File: src/seven_segment_command_sequencer_core_defines.svh
// assertion macros used by the sequencer back end (sscs_back)
// each macro expects signals named clock and reset in the enclosing module
`ifndef SEVEN_SEGMENT_COMMAND_SEQUENCER_CORE_DEFINES_SVH
`define SEVEN_SEGMENT_COMMAND_SEQUENCER_CORE_DEFINES_SVH

// same-cycle implication
`define SSCS_ASSERT_NOW(lbl, ante, cons, msg) \
   lbl: assert property (@(posedge clock) disable iff (reset) (ante) |-> (cons)) \
      else $error(msg);

// next-cycle implication
`define SSCS_ASSERT_NEXT(lbl, ante, cons, msg) \
   lbl: assert property (@(posedge clock) disable iff (reset) (ante) |=> (cons)) \
      else $error(msg);

`endif

File: src/sscs_pkg.sv
package sscs_pkg;

   localparam int DIGITS      = 4;
   localparam int QUEUE_DEPTH = 2;

   // command codes
   localparam logic [2:0] CMD_CLEAR   = 3'd0;
   localparam logic [2:0] CMD_PATTERN = 3'd1;
   localparam logic [2:0] CMD_DIGIT   = 3'd2;
   localparam logic [2:0] CMD_SEGMENT = 3'd3;
   localparam logic [2:0] CMD_DECIMAL = 3'd4;
   localparam logic [2:0] CMD_HEX     = 3'd5;
   localparam logic [2:0] CMD_BRIGHT  = 3'd6;

   // bus bytes
   localparam logic [7:0] BYTE_MODE       = 8'h40;
   localparam logic [7:0] BYTE_CTRL       = 8'h48;
   localparam logic [4:0] CTRL_LOW_BITS   = 5'h11;
   localparam logic [7:0] BYTE_DIGIT_BASE = 8'h68;
   localparam logic [7:0] POINT_BIT       = 8'h80;
   localparam logic [7:0] BLANK           = 8'h00;

   // x / 10 == (x * 52429) >> 19 for every 16-bit x
   localparam logic [31:0] DIV10_MUL   = 32'd52429;
   localparam int          DIV10_SHIFT = 19;

   typedef struct packed {
      logic [2:0]  command;
      logic [1:0]  position;
      logic [7:0]  pattern;
      logic [4:0]  digit;
      logic [2:0]  segment;
      logic [15:0] number;
      logic [1:0]  point;
      logic [2:0]  level;
   } req_item_type;

   typedef struct packed {
      logic [7:0] bus_byte;
      logic       start_before;
      logic       stop_after;
      logic       last;
   } rsp_item_type;

   typedef enum logic [2:0] {
      KIND_CLEAR,
      KIND_SINGLE,
      KIND_DECIMAL,
      KIND_HEX,
      KIND_BRIGHT
   } kind_type;

   // classified command as held in the queue
   typedef struct packed {
      kind_type    kind;
      logic [1:0]  position;
      logic [7:0]  bitmap;
      logic [15:0] number;
      logic [1:0]  point;
      logic [2:0]  level;
   } desc_type;

   // segment table, indexes of 16 and above are blank
   function automatic logic [7:0] glyph(input logic [4:0] idx);
      logic [7:0] g;
      case (idx)
         5'd0:    g = 8'h3f;
         5'd1:    g = 8'h06;
         5'd2:    g = 8'h5b;
         5'd3:    g = 8'h4f;
         5'd4:    g = 8'h66;
         5'd5:    g = 8'h6d;
         5'd6:    g = 8'h7d;
         5'd7:    g = 8'h07;
         5'd8:    g = 8'h7f;
         5'd9:    g = 8'h6f;
         5'd10:   g = 8'h77;
         5'd11:   g = 8'h7c;
         5'd12:   g = 8'h39;
         5'd13:   g = 8'h5e;
         5'd14:   g = 8'h79;
         5'd15:   g = 8'h71;
         default: g = BLANK;
      endcase
      return g;
   endfunction

endpackage

File: src/sscs_front.sv
module sscs_front (
   input  logic                    req_valid,
   output logic                    req_stall,
   input  sscs_pkg::req_item_type  req_data,
   input  logic                    queue_full,
   output logic                    push,
   output sscs_pkg::desc_type      push_data
);
   import sscs_pkg::*;

   // take an item whenever the queue has room, undefined codes are dropped
   assign req_stall = queue_full;

   always_comb begin
      push                = req_valid && !queue_full;
      push_data.kind      = KIND_SINGLE;
      push_data.position  = req_data.position;
      push_data.bitmap    = BLANK;
      push_data.number    = req_data.number;
      push_data.point     = req_data.point;
      push_data.level     = req_data.level;
      case (req_data.command)
         CMD_CLEAR: begin
            push_data.kind = KIND_CLEAR;
         end
         CMD_PATTERN: begin
            push_data.bitmap = req_data.pattern;
         end
         CMD_DIGIT: begin
            push_data.bitmap = glyph(req_data.digit);
         end
         CMD_SEGMENT: begin
            push_data.bitmap = 8'(1) << req_data.segment;
         end
         CMD_DECIMAL: begin
            push_data.kind = KIND_DECIMAL;
         end
         CMD_HEX: begin
            push_data.kind = KIND_HEX;
         end
         CMD_BRIGHT: begin
            push_data.kind = KIND_BRIGHT;
         end
         default: begin
            push = 1'b0;
         end
      endcase
   end

endmodule

File: src/sscs_queue.sv
module sscs_queue (
   input  logic                clock,
   input  logic                reset,
   input  logic                push,
   input  sscs_pkg::desc_type  push_data,
   output logic                full,
   input  logic                pop,
   output logic                head_valid,
   output sscs_pkg::desc_type  head_data
);
   import sscs_pkg::*;

   localparam int PTR_W = (QUEUE_DEPTH > 1) ? $clog2(QUEUE_DEPTH) : 1;
   localparam int CNT_W = $clog2(QUEUE_DEPTH + 1);

   desc_type             entry_ff [QUEUE_DEPTH];
   logic [PTR_W-1:0]     wr_ptr_ff, wr_ptr_in;
   logic [PTR_W-1:0]     rd_ptr_ff, rd_ptr_in;
   logic [CNT_W-1:0]     count_ff, count_in;

   assign full       = (count_ff == CNT_W'(QUEUE_DEPTH));
   assign head_valid = (count_ff != '0);
   assign head_data  = entry_ff[rd_ptr_ff];

   // pointer and fill count
   always_comb begin
      wr_ptr_in = wr_ptr_ff;
      rd_ptr_in = rd_ptr_ff;
      count_in  = count_ff;
      if (push) begin
         wr_ptr_in = (wr_ptr_ff == PTR_W'(QUEUE_DEPTH - 1)) ? '0 : wr_ptr_ff + 1'b1;
      end
      if (pop) begin
         rd_ptr_in = (rd_ptr_ff == PTR_W'(QUEUE_DEPTH - 1)) ? '0 : rd_ptr_ff + 1'b1;
      end
      if (push && !pop) begin
         count_in = count_ff + 1'b1;
      end else if (pop && !push) begin
         count_in = count_ff - 1'b1;
      end
   end

   always_ff @(posedge clock) begin
      if (reset) begin
         wr_ptr_ff <= '0;
         rd_ptr_ff <= '0;
         count_ff  <= '0;
      end else begin
         wr_ptr_ff <= wr_ptr_in;
         rd_ptr_ff <= rd_ptr_in;
         count_ff  <= count_in;
      end
   end

   // entry storage
   always_ff @(posedge clock) begin
      if (push) begin
         entry_ff[wr_ptr_ff] <= push_data;
      end
   end

endmodule

File: src/sscs_back.sv
`include "seven_segment_command_sequencer_core_defines.svh"

module sscs_back (
   input  logic                    clock,
   input  logic                    reset,
   input  logic                    head_valid,
   input  sscs_pkg::desc_type      head_data,
   output logic                    pop,
   input  logic [2:0]              brightness,
   output logic                    rsp_valid,
   input  logic                    rsp_stall,
   output sscs_pkg::rsp_item_type  rsp_data
);
   import sscs_pkg::*;

   logic [2:0]   byte_idx_ff, byte_idx_in;
   logic [1:0]   group_ff, group_in;
   logic [15:0]  value_ff, value_in;
   logic         rsp_valid_ff, rsp_valid_in;
   rsp_item_type rsp_ff, rsp_in;

   logic         advance;
   logic         group_end;
   logic         run_end;
   logic [15:0]  value;
   logic [31:0]  product;
   logic [12:0]  quotient;
   logic [3:0]   q10_low;
   logic [3:0]   dec_digit;
   logic [1:0]   position;
   logic [7:0]   data_byte;
   rsp_item_type next_item;

   // a byte moves whenever the output register is free or being emptied
   assign advance = head_valid && (!rsp_valid_ff || !rsp_stall);

   // digit extraction, one digit per position group
   assign value     = (group_ff == '0) ? head_data.number : value_ff;
   assign product   = 32'(value) * DIV10_MUL;
   assign quotient  = product[DIV10_SHIFT+12:DIV10_SHIFT];
   assign q10_low   = 4'({quotient[0], 3'b000}) + 4'({quotient[2:0], 1'b0});
   assign dec_digit = value[3:0] - q10_low;

   // group length and run length
   always_comb begin
      if (head_data.kind == KIND_BRIGHT) begin
         group_end = (byte_idx_ff == 3'd1);
      end else begin
         group_end = (byte_idx_ff == 3'd4);
      end
      run_end = group_end && ((head_data.kind == KIND_BRIGHT) ||
                              (head_data.kind == KIND_SINGLE) ||
                              (group_ff == 2'(DIGITS - 1)));
   end

   // position and data byte of the current group
   always_comb begin
      position  = ~group_ff;
      data_byte = BLANK;
      value_in  = value >> 4;
      case (head_data.kind)
         KIND_CLEAR: begin
            position = group_ff;
         end
         KIND_SINGLE: begin
            position  = head_data.position;
            data_byte = head_data.bitmap;
         end
         KIND_DECIMAL: begin
            data_byte = glyph({1'b0, dec_digit});
            if ((head_data.point != '0) && (group_ff == head_data.point)) begin
               data_byte = data_byte | POINT_BIT;
            end
            value_in = 16'(quotient);
         end
         KIND_HEX: begin
            data_byte = glyph({1'b0, value[3:0]});
         end
         default: begin
            data_byte = BLANK;
         end
      endcase
   end

   // byte selection within a group
   always_comb begin
      next_item = '{bus_byte: BLANK, start_before: 1'b0, stop_after: 1'b0, last: run_end};
      if (head_data.kind == KIND_BRIGHT) begin
         case (byte_idx_ff)
            3'd0: begin
               next_item.bus_byte     = BYTE_CTRL;
               next_item.start_before = 1'b1;
            end
            default: begin
               next_item.bus_byte   = {head_data.level, CTRL_LOW_BITS};
               next_item.stop_after = 1'b1;
            end
         endcase
      end else begin
         case (byte_idx_ff)
            3'd0: begin
               next_item.bus_byte     = BYTE_MODE;
               next_item.start_before = 1'b1;
               next_item.stop_after   = 1'b1;
            end
            3'd1: begin
               next_item.bus_byte     = BYTE_CTRL;
               next_item.start_before = 1'b1;
            end
            3'd2: begin
               next_item.bus_byte   = {brightness, CTRL_LOW_BITS};
               next_item.stop_after = 1'b1;
            end
            3'd3: begin
               next_item.bus_byte     = BYTE_DIGIT_BASE | {5'b00000, ~position, 1'b0};
               next_item.start_before = 1'b1;
            end
            default: begin
               next_item.bus_byte   = data_byte;
               next_item.stop_after = (head_data.kind != KIND_CLEAR) ||
                                      (group_ff == 2'(DIGITS - 1));
            end
         endcase
      end
   end

   // counters
   always_comb begin
      byte_idx_in = byte_idx_ff;
      group_in    = group_ff;
      if (advance) begin
         if (group_end) begin
            byte_idx_in = '0;
            group_in    = run_end ? '0 : group_ff + 1'b1;
         end else begin
            byte_idx_in = byte_idx_ff + 1'b1;
         end
      end
   end

   assign pop = advance && run_end;

   // output register
   assign rsp_valid_in = advance || (rsp_valid_ff && rsp_stall);
   assign rsp_in       = advance ? next_item : rsp_ff;
   assign rsp_valid    = rsp_valid_ff;
   assign rsp_data     = rsp_ff;

   always_ff @(posedge clock) begin
      if (reset) begin
         byte_idx_ff  <= '0;
         group_ff     <= '0;
         rsp_valid_ff <= 1'b0;
      end else begin
         byte_idx_ff  <= byte_idx_in;
         group_ff     <= group_in;
         rsp_valid_ff <= rsp_valid_in;
      end
   end

   always_ff @(posedge clock) begin
      rsp_ff <= rsp_in;
      if (advance && group_end) begin
         value_ff <= value_in;
      end
   end

   // checks
   `SSCS_ASSERT_NOW(byte_idx_range, head_valid, byte_idx_ff <= 3'd4,
      "byte index past the end of a group")
   `SSCS_ASSERT_NEXT(run_end_clears, advance && run_end,
      (group_ff == '0) && (byte_idx_ff == '0), "counters not cleared after a run")
   `SSCS_ASSERT_NEXT(run_end_marks_last, advance && run_end,
      rsp_valid_ff && rsp_ff.last && rsp_ff.stop_after, "final byte not flagged")

endmodule

File: src/seven_segment_command_sequencer_core.sv
// Seven-segment command sequencer: turns each display command into the run of
// two-wire bus bytes for a four-digit driver, one byte per result item, each
// flagged with start-before, stop-after and last-of-run. The output register
// releases one byte per cycle while rsp_stall is low. A command yields 20
// bytes for clear, decimal and hex, 5 for pattern, digit and segment, 2 for
// brightness, and none for the undefined code 7. A two-entry queue sits
// between the command decoder and the byte sequencer, so further commands
// are taken while a run is still going out. The brightness register
// (reset 7) is written through the csr port, which is always ready; write
// it only while no run is pending.
module seven_segment_command_sequencer_core (
   input  logic                    clock,
   input  logic                    reset,
   input  logic                    req_valid,
   output logic                    req_stall,
   input  sscs_pkg::req_item_type  req_data,
   output logic                    rsp_valid,
   input  logic                    rsp_stall,
   output sscs_pkg::rsp_item_type  rsp_data,
   input  logic                    csr_valid,
   output logic                    csr_ready,
   input  logic [2:0]              csr_data
);
   import sscs_pkg::*;

   logic [2:0] brightness_ff, brightness_in;
   logic       queue_full;
   logic       push;
   desc_type   push_data;
   logic       pop;
   logic       head_valid;
   desc_type   head_data;

   // brightness register
   assign csr_ready     = 1'b1;
   assign brightness_in = csr_valid ? csr_data : brightness_ff;

   always_ff @(posedge clock) begin
      if (reset) begin
         brightness_ff <= 3'd7;
      end else begin
         brightness_ff <= brightness_in;
      end
   end

   sscs_front u_front (
      .req_valid  (req_valid),
      .req_stall  (req_stall),
      .req_data   (req_data),
      .queue_full (queue_full),
      .push       (push),
      .push_data  (push_data)
   );

   sscs_queue u_queue (
      .clock      (clock),
      .reset      (reset),
      .push       (push),
      .push_data  (push_data),
      .full       (queue_full),
      .pop        (pop),
      .head_valid (head_valid),
      .head_data  (head_data)
   );

   sscs_back u_back (
      .clock      (clock),
      .reset      (reset),
      .head_valid (head_valid),
      .head_data  (head_data),
      .pop        (pop),
      .brightness (brightness_ff),
      .rsp_valid  (rsp_valid),
      .rsp_stall  (rsp_stall),
      .rsp_data   (rsp_data)
   );

endmodule
File: config.mk
export PLATFORM = sky130hd
export DESIGN_NAME = seven_segment_command_sequencer_core
export DESIGN_NICKNAME = d
export VERILOG_FILES = /design/src/sscs_pkg.sv /design/src/sscs_front.sv /design/src/sscs_queue.sv /design/src/sscs_back.sv /design/src/seven_segment_command_sequencer_core.sv
export VERILOG_INCLUDE_DIRS = /design/src /design/src/src
export SDC_FILE = /design/constraint.sdc
export NUM_CORES = 1
export LEC_CHECK = 0
export BUFFER_PORTS_ARGS = -buffer_cell sky130_fd_sc_hd__buf_2
export CAP_MARGIN = 10
export CELL_PAD_IN_SITES_DETAIL_PLACEMENT = 0
export CELL_PAD_IN_SITES_GLOBAL_PLACEMENT = 2
export CORE_ASPECT_RATIO = 1.2
export CORE_MARGIN = 4
export CORE_UTILIZATION = 40
export CTS_BUF_LIST = sky130_fd_sc_hd__clkbuf_4 sky130_fd_sc_hd__clkbuf_8
export CTS_CLUSTER_DIAMETER = 80
export DETAILED_ROUTE_END_ITERATION = 12
export PLACE_DENSITY = 0.79
export SLEW_MARGIN = 20
export SYNTH_ARGS = -nofsm -noshare
export SYNTH_HDL_FRONTEND = slang
export SYNTH_SLANG_ARGS = --single-unit
File: constraint.sdc
create_clock -name clock -period 21.6 [get_ports clock]
set_clock_uncertainty 0.1 [all_clocks]
set_input_delay 1.08 -clock clock [delete_from_list [all_inputs] [get_ports clock]]
set_output_delay 1.08 -clock clock [all_outputs]
set_load 0.005 [all_outputs]
-- Word-level counts from Yosys, hierarchy flattened
Memories as Yosys holds them, arrays and structs flattened. A register that Yosys moved wholly into a read port is not among the register bits.
Cells that the tools add are included.
- register bits: 40
- RAM bits: 68
- ROM bits: 336
- bits of input ports: 50
- logic and storage cells: 105
- memories kept: 4
- memory list (name ; depth ; bits a word ; rd ports ; clocked after memory_dff ; write ports ; RTL line ; source):
    (no name shown) ; 16 ; 7 ; 1 ; 0 ; 0 ; sscs_pkg.sv:66 ; case (idx)
    (no name shown) ; 16 ; 7 ; 1 ; 0 ; 0 ; sscs_pkg.sv:66 ;
    (no name shown) ; 16 ; 7 ; 1 ; 0 ; 0 ; sscs_pkg.sv:66 ;
    u_queue.entry_ff ; 2 ; 34 ; 1 ; 1 ; 1 ; sscs_queue.sv:16 ; desc_type entry_ff [QUEUE_DEPTH];
- $add $sub $neg: 8
- multiply operators: 1
- equality and inequality tests: 17
- shift operators: 1
- multiplexer cells: 27
- bitwise gates (word level): 2
- reduce and logical (&&, ||, !) cells: 32
- operator list (operator ; count):
    $pmux 8 s3 ; 2
    $mul 16x16->32 const B ; 1
    $pmux 8 s4 ; 1
    $mux 8 ; 3
    $eq 3x2->1 const B ; 6
    $mux 16 ; 1
    $eq 3x3->1 const B ; 5
    $mux 12 ; 1
    $pmux 3 s4 ; 1
    $mux 1 ; 11
    $mux 10 ; 1
    $eq 3x1->1 const B ; 3
    $logic_and 1x1->1 ; 9
    $logic_not 3->1 ; 3
    $shl 1x3->8 const A ; 1
    $reduce_or 7->1 ; 1
    $mux 2 ; 3
    $reduce_bool 2->1 ; 3
    $logic_not 1->1 ; 5
    $logic_or 1x1->1 ; 5
    $add 2x1->2 const B ; 2
    $add 4x4->4 ; 1
    $eq 2x2->1 const B ; 2
    $not 2->2 ; 2
    other kinds (13) ; 15

-- Logic depth before layout (Yosys ltp)
Gate-level depths: netlist of the first run.
An unclocked memory read counts as a cell.
- word-level depth: 10
- depth in mapped cells: 32
- mapped depth without buffers: 30

-- By module
A second synthesis of the first run with hierarchy kept.
- cells, all modules: 961
- area, all modules: 10266.1 sq um
- modules (own cells, without submodules) (module ; times used ; cells an instance ; area each (sq um) ; sequential area each (sq um)):
    sscs_back ; 1 ; 730 ; 6830.3 ; 840.8
    sscs_queue ; 1 ; 128 ; 2662.6 ; 2142.1
    sscs_front ; 1 ; 92 ; 656.9 ; 0.0
    seven_segment_command_sequencer_core ; 1 ; 11 ; 116.4 ; 60.1

-- Least setup slack after synthesis of the first run
Ideal clock, no wire load.
- path type: flip-flop to flip-flop
- start: register with a tool-made name
- end: register u_back.rsp_ff (netlist bit u_back.rsp_data[3]), data pin
- setup time: 0.262 ns
- data arrival time: 7.601 ns
- data required time: 21.238 ns
- path slack: 13.638 ns
- cell stages (with the launch flop): 28
- cells stage by stage: dfxtp_1 -> buf_6 -> clkbuf_1 -> clkbuf_1 -> mux2i_1 -> nand2_1 -> o21ai_0 -> inv_1 -> ha_1 -> inv_1 -> fa_1 -> inv_1 -> fa_1 -> fa_1 -> fa_1 -> fa_1 -> ha_1 -> and4_1 -> and3_1 -> o2111ai_1 -> o211ai_1 -> a21oi_1 -> xnor2_1 -> ha_1 -> xnor2_1 -> xnor3_1 -> a221oi_2 -> o22ai_1
- RTL lines (element ; RTL line ; source):
    to (signal assigned) ; sscs_back.sv:162 ; rsp_ff <= rsp_in;
    to (decl) ; sscs_back.sv:20 ; rsp_item_type rsp_ff, rsp_in;

==> run metrics, run 1 <==
outcome finished, final reports clean; Final Max Slew Viols 0; Seq cells post-synth 106; first-pass GRT wire length 37700 um; Area Overhead vs Synth 9.00%; GR Overflow Total 0; Worst EP required around 22000 ps; Worst Setup End Kind register; Synth Flop Type edfxtp_1; die width about 150 um; Seq/Total Area, Yosys between 30% and 40%; worst r2r src u_back.group_ff[1]$_SDFFE_PP0P_; Fin. Hold Viols 0; setup TNS 0 ps; post-CTS sizing 0; Root Driver clkbuf_8; routed wire length per instance 17.4 um; GPL Wtd Cong between 0.8 and 0.9; vias 6661; Worst Hold Depth 2; port buffer count 62; post-layout min period roughly 9000 ps; r2r setup slk 12630 ps; first-pass detailed-route iteration total 4; Worst-Margin Slew 985 ps; hold path start u_back.rsp_valid$_SDFF_PP0_; post-layout util 44.3%; vias in the first global route 7080; number of vias per cell approximately 5.0; post-route clock period utilization 41.5%; Ant. Diodes 0; initial cell density of the core 40.6%; RSZ-0062 raised after global routing no; postcts setup bufs 0; commonest non-fill, non-tap cell in the layout inv_1; CTS H-tree depth 3; Min-Delay Endpoint u_back.rsp_valid$_SDFF_PP0_; ratio of cells with drive above 1 in the final layout a little over a tenth; CTS tree done; placed instance area 10700 um^2; most frequent cells in the layout inv_1, ha_1, edfxtp_1; clk slew on worst S/H paths approximately 100 ps; Detailed Route Iter0 Violations 254; DRC 0; Final Setup Violations 0; Synthesized Nets about 1.2k; largest net degree at the start of global routing 38; R2R depth 26; antenna-violating nets left 0; Fmax roughly 0.11 GHz; YS warnings 0; worst r2r dst u_back.rsp_data[3]$_DFFE_PP_; hpwl dp 19400 um; nets@finish 1286; total of max-cap violations 0; std cell rows 63; core area 24800 um^2; Post-Syn Area 10000 um^2; Clock Latency Late Sink roughly 370 ps; largest fanout on the critical path 28; worst min path class register to register; Yosys cell types 71; Die Area roughly 28000 um^2; share of synthesized registers carrying an async set or reset 0%; Num Clock Sinks 106; critical path arrival 8990 ps; I/O pin count 64; cts bufs inserted 9; crit path kind register to register; fill cell count 2426; Startpoint Class register; initial antenna violation count 0; Final Instance Area 11000 um^2; Rel. slew slack 34.2%; Synth Area per Inst 10.7 um^2; number of synthesized flops with an enable pin 92; Die Height roughly 180 um; cells after synthesis 939; Max clock buf depth 2; cts-stage hold buffer count 0; GRT Resource Usage Total 17.1%; final WL 23100 um
-- state kept, by name, indices dropped and copies added (netlist names), 2 cells and up, named ones only --
signal,cells
u_back.value_ff,13
u_queue.count_ff,2
u_back.rsp_data,11
brightness_ff,3
u_back.byte_idx_ff,3
u_back.group_ff,2
u_queue.entry_ff,68
-- critical path, cell delays in order (launching register included) --
cell and delay, ps:
dfxtp_1 350, inv_1 130, ha_1 820, nand2_1 100, o21ai_1 450, inv_1 330
ha_1 440, xor2_1 170, ha_1 340, fa_1 500, fa_1 440, fa_1 550
inv_1 50, fa_1 520, inv_1 40, ha_1 300, and4_1 220, and3_1 250
o2111ai_1 230, o211ai_1 220, a21oi_1 100, xnor2_1 230, ha_1 330, xnor2_1 640
xnor3_1 540, a221oi_2 210, o22ai_1 100
-- metal layers --
layer	track usage, %	routed length, um
met3	1.55	487
met5	0	0
met4	5.24	571
met1	21.5	10100
met2	31.2	11900
-- synth_stat cells (3+ instances only) --
cell         n  share of area [%]
mux2_2       5               0.56
or3_1        3               0.19
nor2b_1     17                1.1
nand2_1     47                1.8
clkbuf_1    16               0.60
a2111oi_0    3               0.26
a31oi_1      6               0.37
a21o_1       8               0.60
a211o_1      4               0.35
nor2_1      49                1.8
xnor2_1     13                1.1
and3_1       5               0.31
o21a_1       4               0.30
inv_1      168                6.3
o22ai_1      4               0.25
nand4_1      4               0.25
o21ai_0     33                1.6
nand2b_1     7               0.44
ha_1       157                 20
o311ai_0     4               0.35
o31a_1       3               0.26
edfxtp_1    92                 27
a221o_1      4               0.40
xor2_1      13                1.1
buf_4        3               0.22
fa_1        80                 16
dfxtp_1     14                2.8
o31ai_1      5               0.37
a211oi_1    10               0.75
o2111ai_1    4               0.35
a22oi_1      3               0.22
a21oi_1     36                1.8
nand3_1     10               0.50
nor3b_1      3               0.22
o211ai_1     6               0.45
nor3_1      11               0.55
mux2i_1     42                4.2
-- layout make-up --
class,instances,area [um^2],area share [%]
clock buffers,10,131,1.20
clock inverters,6,75.1,0.685
inverters,169,634,5.79
multi-input cells,642,6280,57.4
flip-flops and latches,106,3040,27.8
well taps,325,407,3.71
repair buffers,71,378,3.45
-- through the flow --
stage	hold WS (ps)	cells	setup slack [ps]
final	381	1329	12630
after global routing	424	1329	11930
after CTS	380	1329	12590
after detailed placement	365	1313	12640
after global placement	361	1313	12870
after floorplan	362	939	13640
-- logic make-up after synthesis --
group | synth area share, %
simple gates | 8.09
flops | 30.3
compound gates | 10.7
other cells | 0.0373
mux | 5.19
buf+inv | 7.33
fa+ha+maj | 35.5
xor+xnor | 2.88
-- worst max-delay path by stage --
| stage | start | to | slack [ps] | depth (start not counted) |
|---|---|---|---|---|
| 3_5_place_dp | u_back.group_ff[1]$_SDFFE_PP0P_ | u_back.rsp_data[3]$_DFFE_PP_ | 12640 | 26 |
| 2_1_floorplan | register | u_back.rsp_data[3]$_DFFE_PP_ | 13640 | 27 |
| 5_1_grt | u_back.group_ff[1]$_SDFFE_PP0P_ | u_back.rsp_data[3]$_DFFE_PP_ | 11930 | 26 |
| 3_3_place_gp | u_back.group_ff[1]$_SDFFE_PP0P_ | u_back.rsp_data[3]$_DFFE_PP_ | 12870 | 26 |
| 4_1_cts | u_back.group_ff[1]$_SDFFE_PP0P_ | u_back.rsp_data[3]$_DFFE_PP_ | 12590 | 26 |
| 6_report | u_back.group_ff[1]$_SDFFE_PP0P_ | u_back.rsp_data[3]$_DFFE_PP_ | 12630 | 26 |
Power of run 1 is left out: the tool's default activity adds up to more than one toggle a clock period on the data nets, which glitch-free logic cannot reach.
==> inputs of run 2 (changes only) <==
- ABC_AREA: not set -> 1
- CORE_UTILIZATION: 40 -> 36
- clock period: 21.6 -> 8.2 ns (I/O delays scaled with it)
==> run 2 against run 1 <==
  * Sequential share of layout area down 1.3 points
  * Fmax grew 17%
  * Register-to-register slack lost 12000 ps
  * Global-route usage grew 0.31 points
  * Critical path type unchanged
==> run metrics, run 2 <==
Seq cells post-synth 106 (unchanged); placed instance area 11200 um^2 (+4.5%); Fmax 0.130 GHz (+17%); Post-Syn Area 10400 um^2 (+3.1%); commonest non-fill, non-tap cell in the layout inv_1; number of vias per cell 4.78 (-4.6%); setup TNS 0 ps (unchanged); worst r2r src u_back.group_ff[0]$_SDFFE_PP0P_; Largest register FFs 68 (unchanged); Startpoint Class register; final WL 27000 um (+17%); most frequent cells in the layout inv_1, nand2_1, ha_1; critical path arrival 7710 ps (-1280 ps); Yosys cell types 55 (-23%); hold_ws 119 ps (-262 ps); cells after synthesis 1156 (+23%); most frequent cell after synthesis inv_1; antenna-violating nets left 0 (unchanged); Worst-Margin Slew 1020 ps (+31.9 ps); Seq/Total Area, Yosys 29.4% (-0.91 points); I/O pin count 64 (unchanged); total of max-cap violations 0 (unchanged); YS warnings 0 (unchanged); leading area contributor after synthesis edfxtp_1; CTS tree done; Synth Area per Inst 8.96 um^2 (-16%); slowest cell on the critical path nor3_1; largest cells by area after synthesis edfxtp_1, ha_1, fa_1, inv_1, nand2_1; Fin. Hold Viols 0 (unchanged); Biggest register u_queue.entry_ff; outcome finished, final reports clean; Commonest cells post-synth inv_1, nand2_1, ha_1; initial cell density of the core 36.8% (-3.8 points); post-layout util 40.7% (-3.5 points); GR Overflow Total 0 (unchanged); CP startpoint u_back.group_ff[0]$_SDFFE_PP0P_; nets@finish 1522 (+18%); port buffer count 62 (unchanged); number of synthesized flops with an enable pin 92 (unchanged); Root Driver clkbuf_8; worst min path class primary input to register; Worst Setup End Kind register; Synthesized Nets 1443 (+18%); Yosys top cell area share 26.7% (-0.83 points); Area Overhead vs Synth 10.7%; RSZ-0062 raised after global routing no; Rel. slew slack 32.0% (-2.1 points); std cell rows 67 (+6.3%); Synth Flop Type edfxtp_1; Final Instance Area 11500 um^2 (+4.7%); hold path start req_data[9]; CP peak stage delay 580 ps (-240 ps); share of synthesized registers carrying an async set or reset 0% (unchanged); crit path kind register to register; largest net degree at the start of global routing 36 (-5.3%); first-pass GRT wire length 43200 um (+15%); Final Max Slew Viols 0 (unchanged); GRT Resource Usage Total 17.5% (+0.31 points); Detailed Route Iter0 Violations 363 (+43%); Final Setup Violations 0 (unchanged); CTS H-tree depth 3 (unchanged); routed wire length per instance 16.7 um (-3.9%); first-pass detailed-route iteration total 6 (+2); Worst EP required 8230 ps (-13390 ps); largest fanout on the critical path 10 (-64%); DRC 0 (unchanged); ratio of cells with drive above 1 in the final layout 11.0% (+0.19 points); Clock Latency Late Sink 380 ps (about the same); Die Height 194 um (+6.7%); Ant. Diodes 0 (unchanged); hpwl dp 22900 um (+18%); vias 7742 (+16%); Num Clock Sinks 106 (unchanged); post-route clock period utilization 93.7% (+52 points); cts bufs inserted 9 (unchanged); core area 28200 um^2 (+14%); GPL Wtd Cong 0.889 (+5.1%); post-layout min period 7680 ps (-1290 ps); initial antenna violation count 1 (+1); vias in the first global route 8107 (+15%); die width 163 um (+6.7%); clk slew on worst S/H paths 110 ps (about the same); Max clock buf depth 2 (unchanged); Die Area 31600 um^2 (+14%)
==> run 2: cell types whose count changed in the layout (fill, tap and decap cells not counted), moves of 29 or more <==
cell,delta
nand3_1,+29
o21ai_0,+33
mux2i_1,-39
inv_1,+51
nand2_1,+164
nor2_1,+32
==> run 2: cell families (layout without fill, tap and decap cells) <==
family                     after synthesis  after routing  synth area share, %
other                                    1              1               0.0362
buffers and inverters                  244            328                 9.18
AOI/OAI and AO/OA                      174            174                 9.72
muxes                                    3              3                0.290
adders and majority gates              237            237                 34.4
DFF                                    106            106                 29.4
and+or+nand+nor                        373            373                 15.2
xor gates and xnor gates                18             18                 1.80
==> run 2: final timing paths <==
path / endpoint / slack (ps) / cells past startpoint
min reg2reg: register / 380 / 2
min: u_queue.entry_ff[0][9]$_DFFE_PP_ / 120 / 1
max reg2reg: u_back.rsp_data[6]$_DFFE_PP_ / 520 / 32
max: u_back.rsp_data[6]$_DFFE_PP_ / 520 / 32
==> run 2: per-layer routing <==
metal	GRT usage (%)	wire length [um]	part of all wire, %
met5	0	12	0.044
met4	5.28	737	2.7
met3	1.96	716	2.7
met2	31.6	13900	51
met1	21.7	11600	43
==> run 2: critical path, delay by kind of cell, from the launching register on <==
family | cells | cell delay, ps
adder cells (fa/ha/maj) | 9 | 3670
buffers and inverters | 8 | 850
flip-flops | 1 | 360
XOR/XNOR | 1 | 170
AO/OA/AOI/OAI | 5 | 710
AND/OR/NAND/NOR | 9 | 1560
==> run 2: per-stage QoR <==
| step | std cells | setup slack [ps] |
|---|---|---|
| finish | 1619 | 517 |
| global placement | 1602 | 378 |
| floorplan | 1156 | 1050 |
| CTS | 1618 | 271 |
| detailed placement | 1602 | 307 |
| global route | 1619 | 4.95 |
==> run 2: area by class of cell <==
type	instances	area (um^2)
Clock inverter	6	65.1
Clock buffer	10	131
Tap cell	379	474
Inverter	228	865
Sequential cell	106	3040
Timing Repair Buffer	84	488
Multi-Input combinational cell	806	6400
Fill cell	2942	16700
==> run 2: what timing repair did <==
item	4_1_cts	5_1_grt
endpoints found under the setup margin	0	7
hold buffers	0	0
resized for setup	0	6
buffers inserted	0	1
Power of run 2 is left out for the same reason.
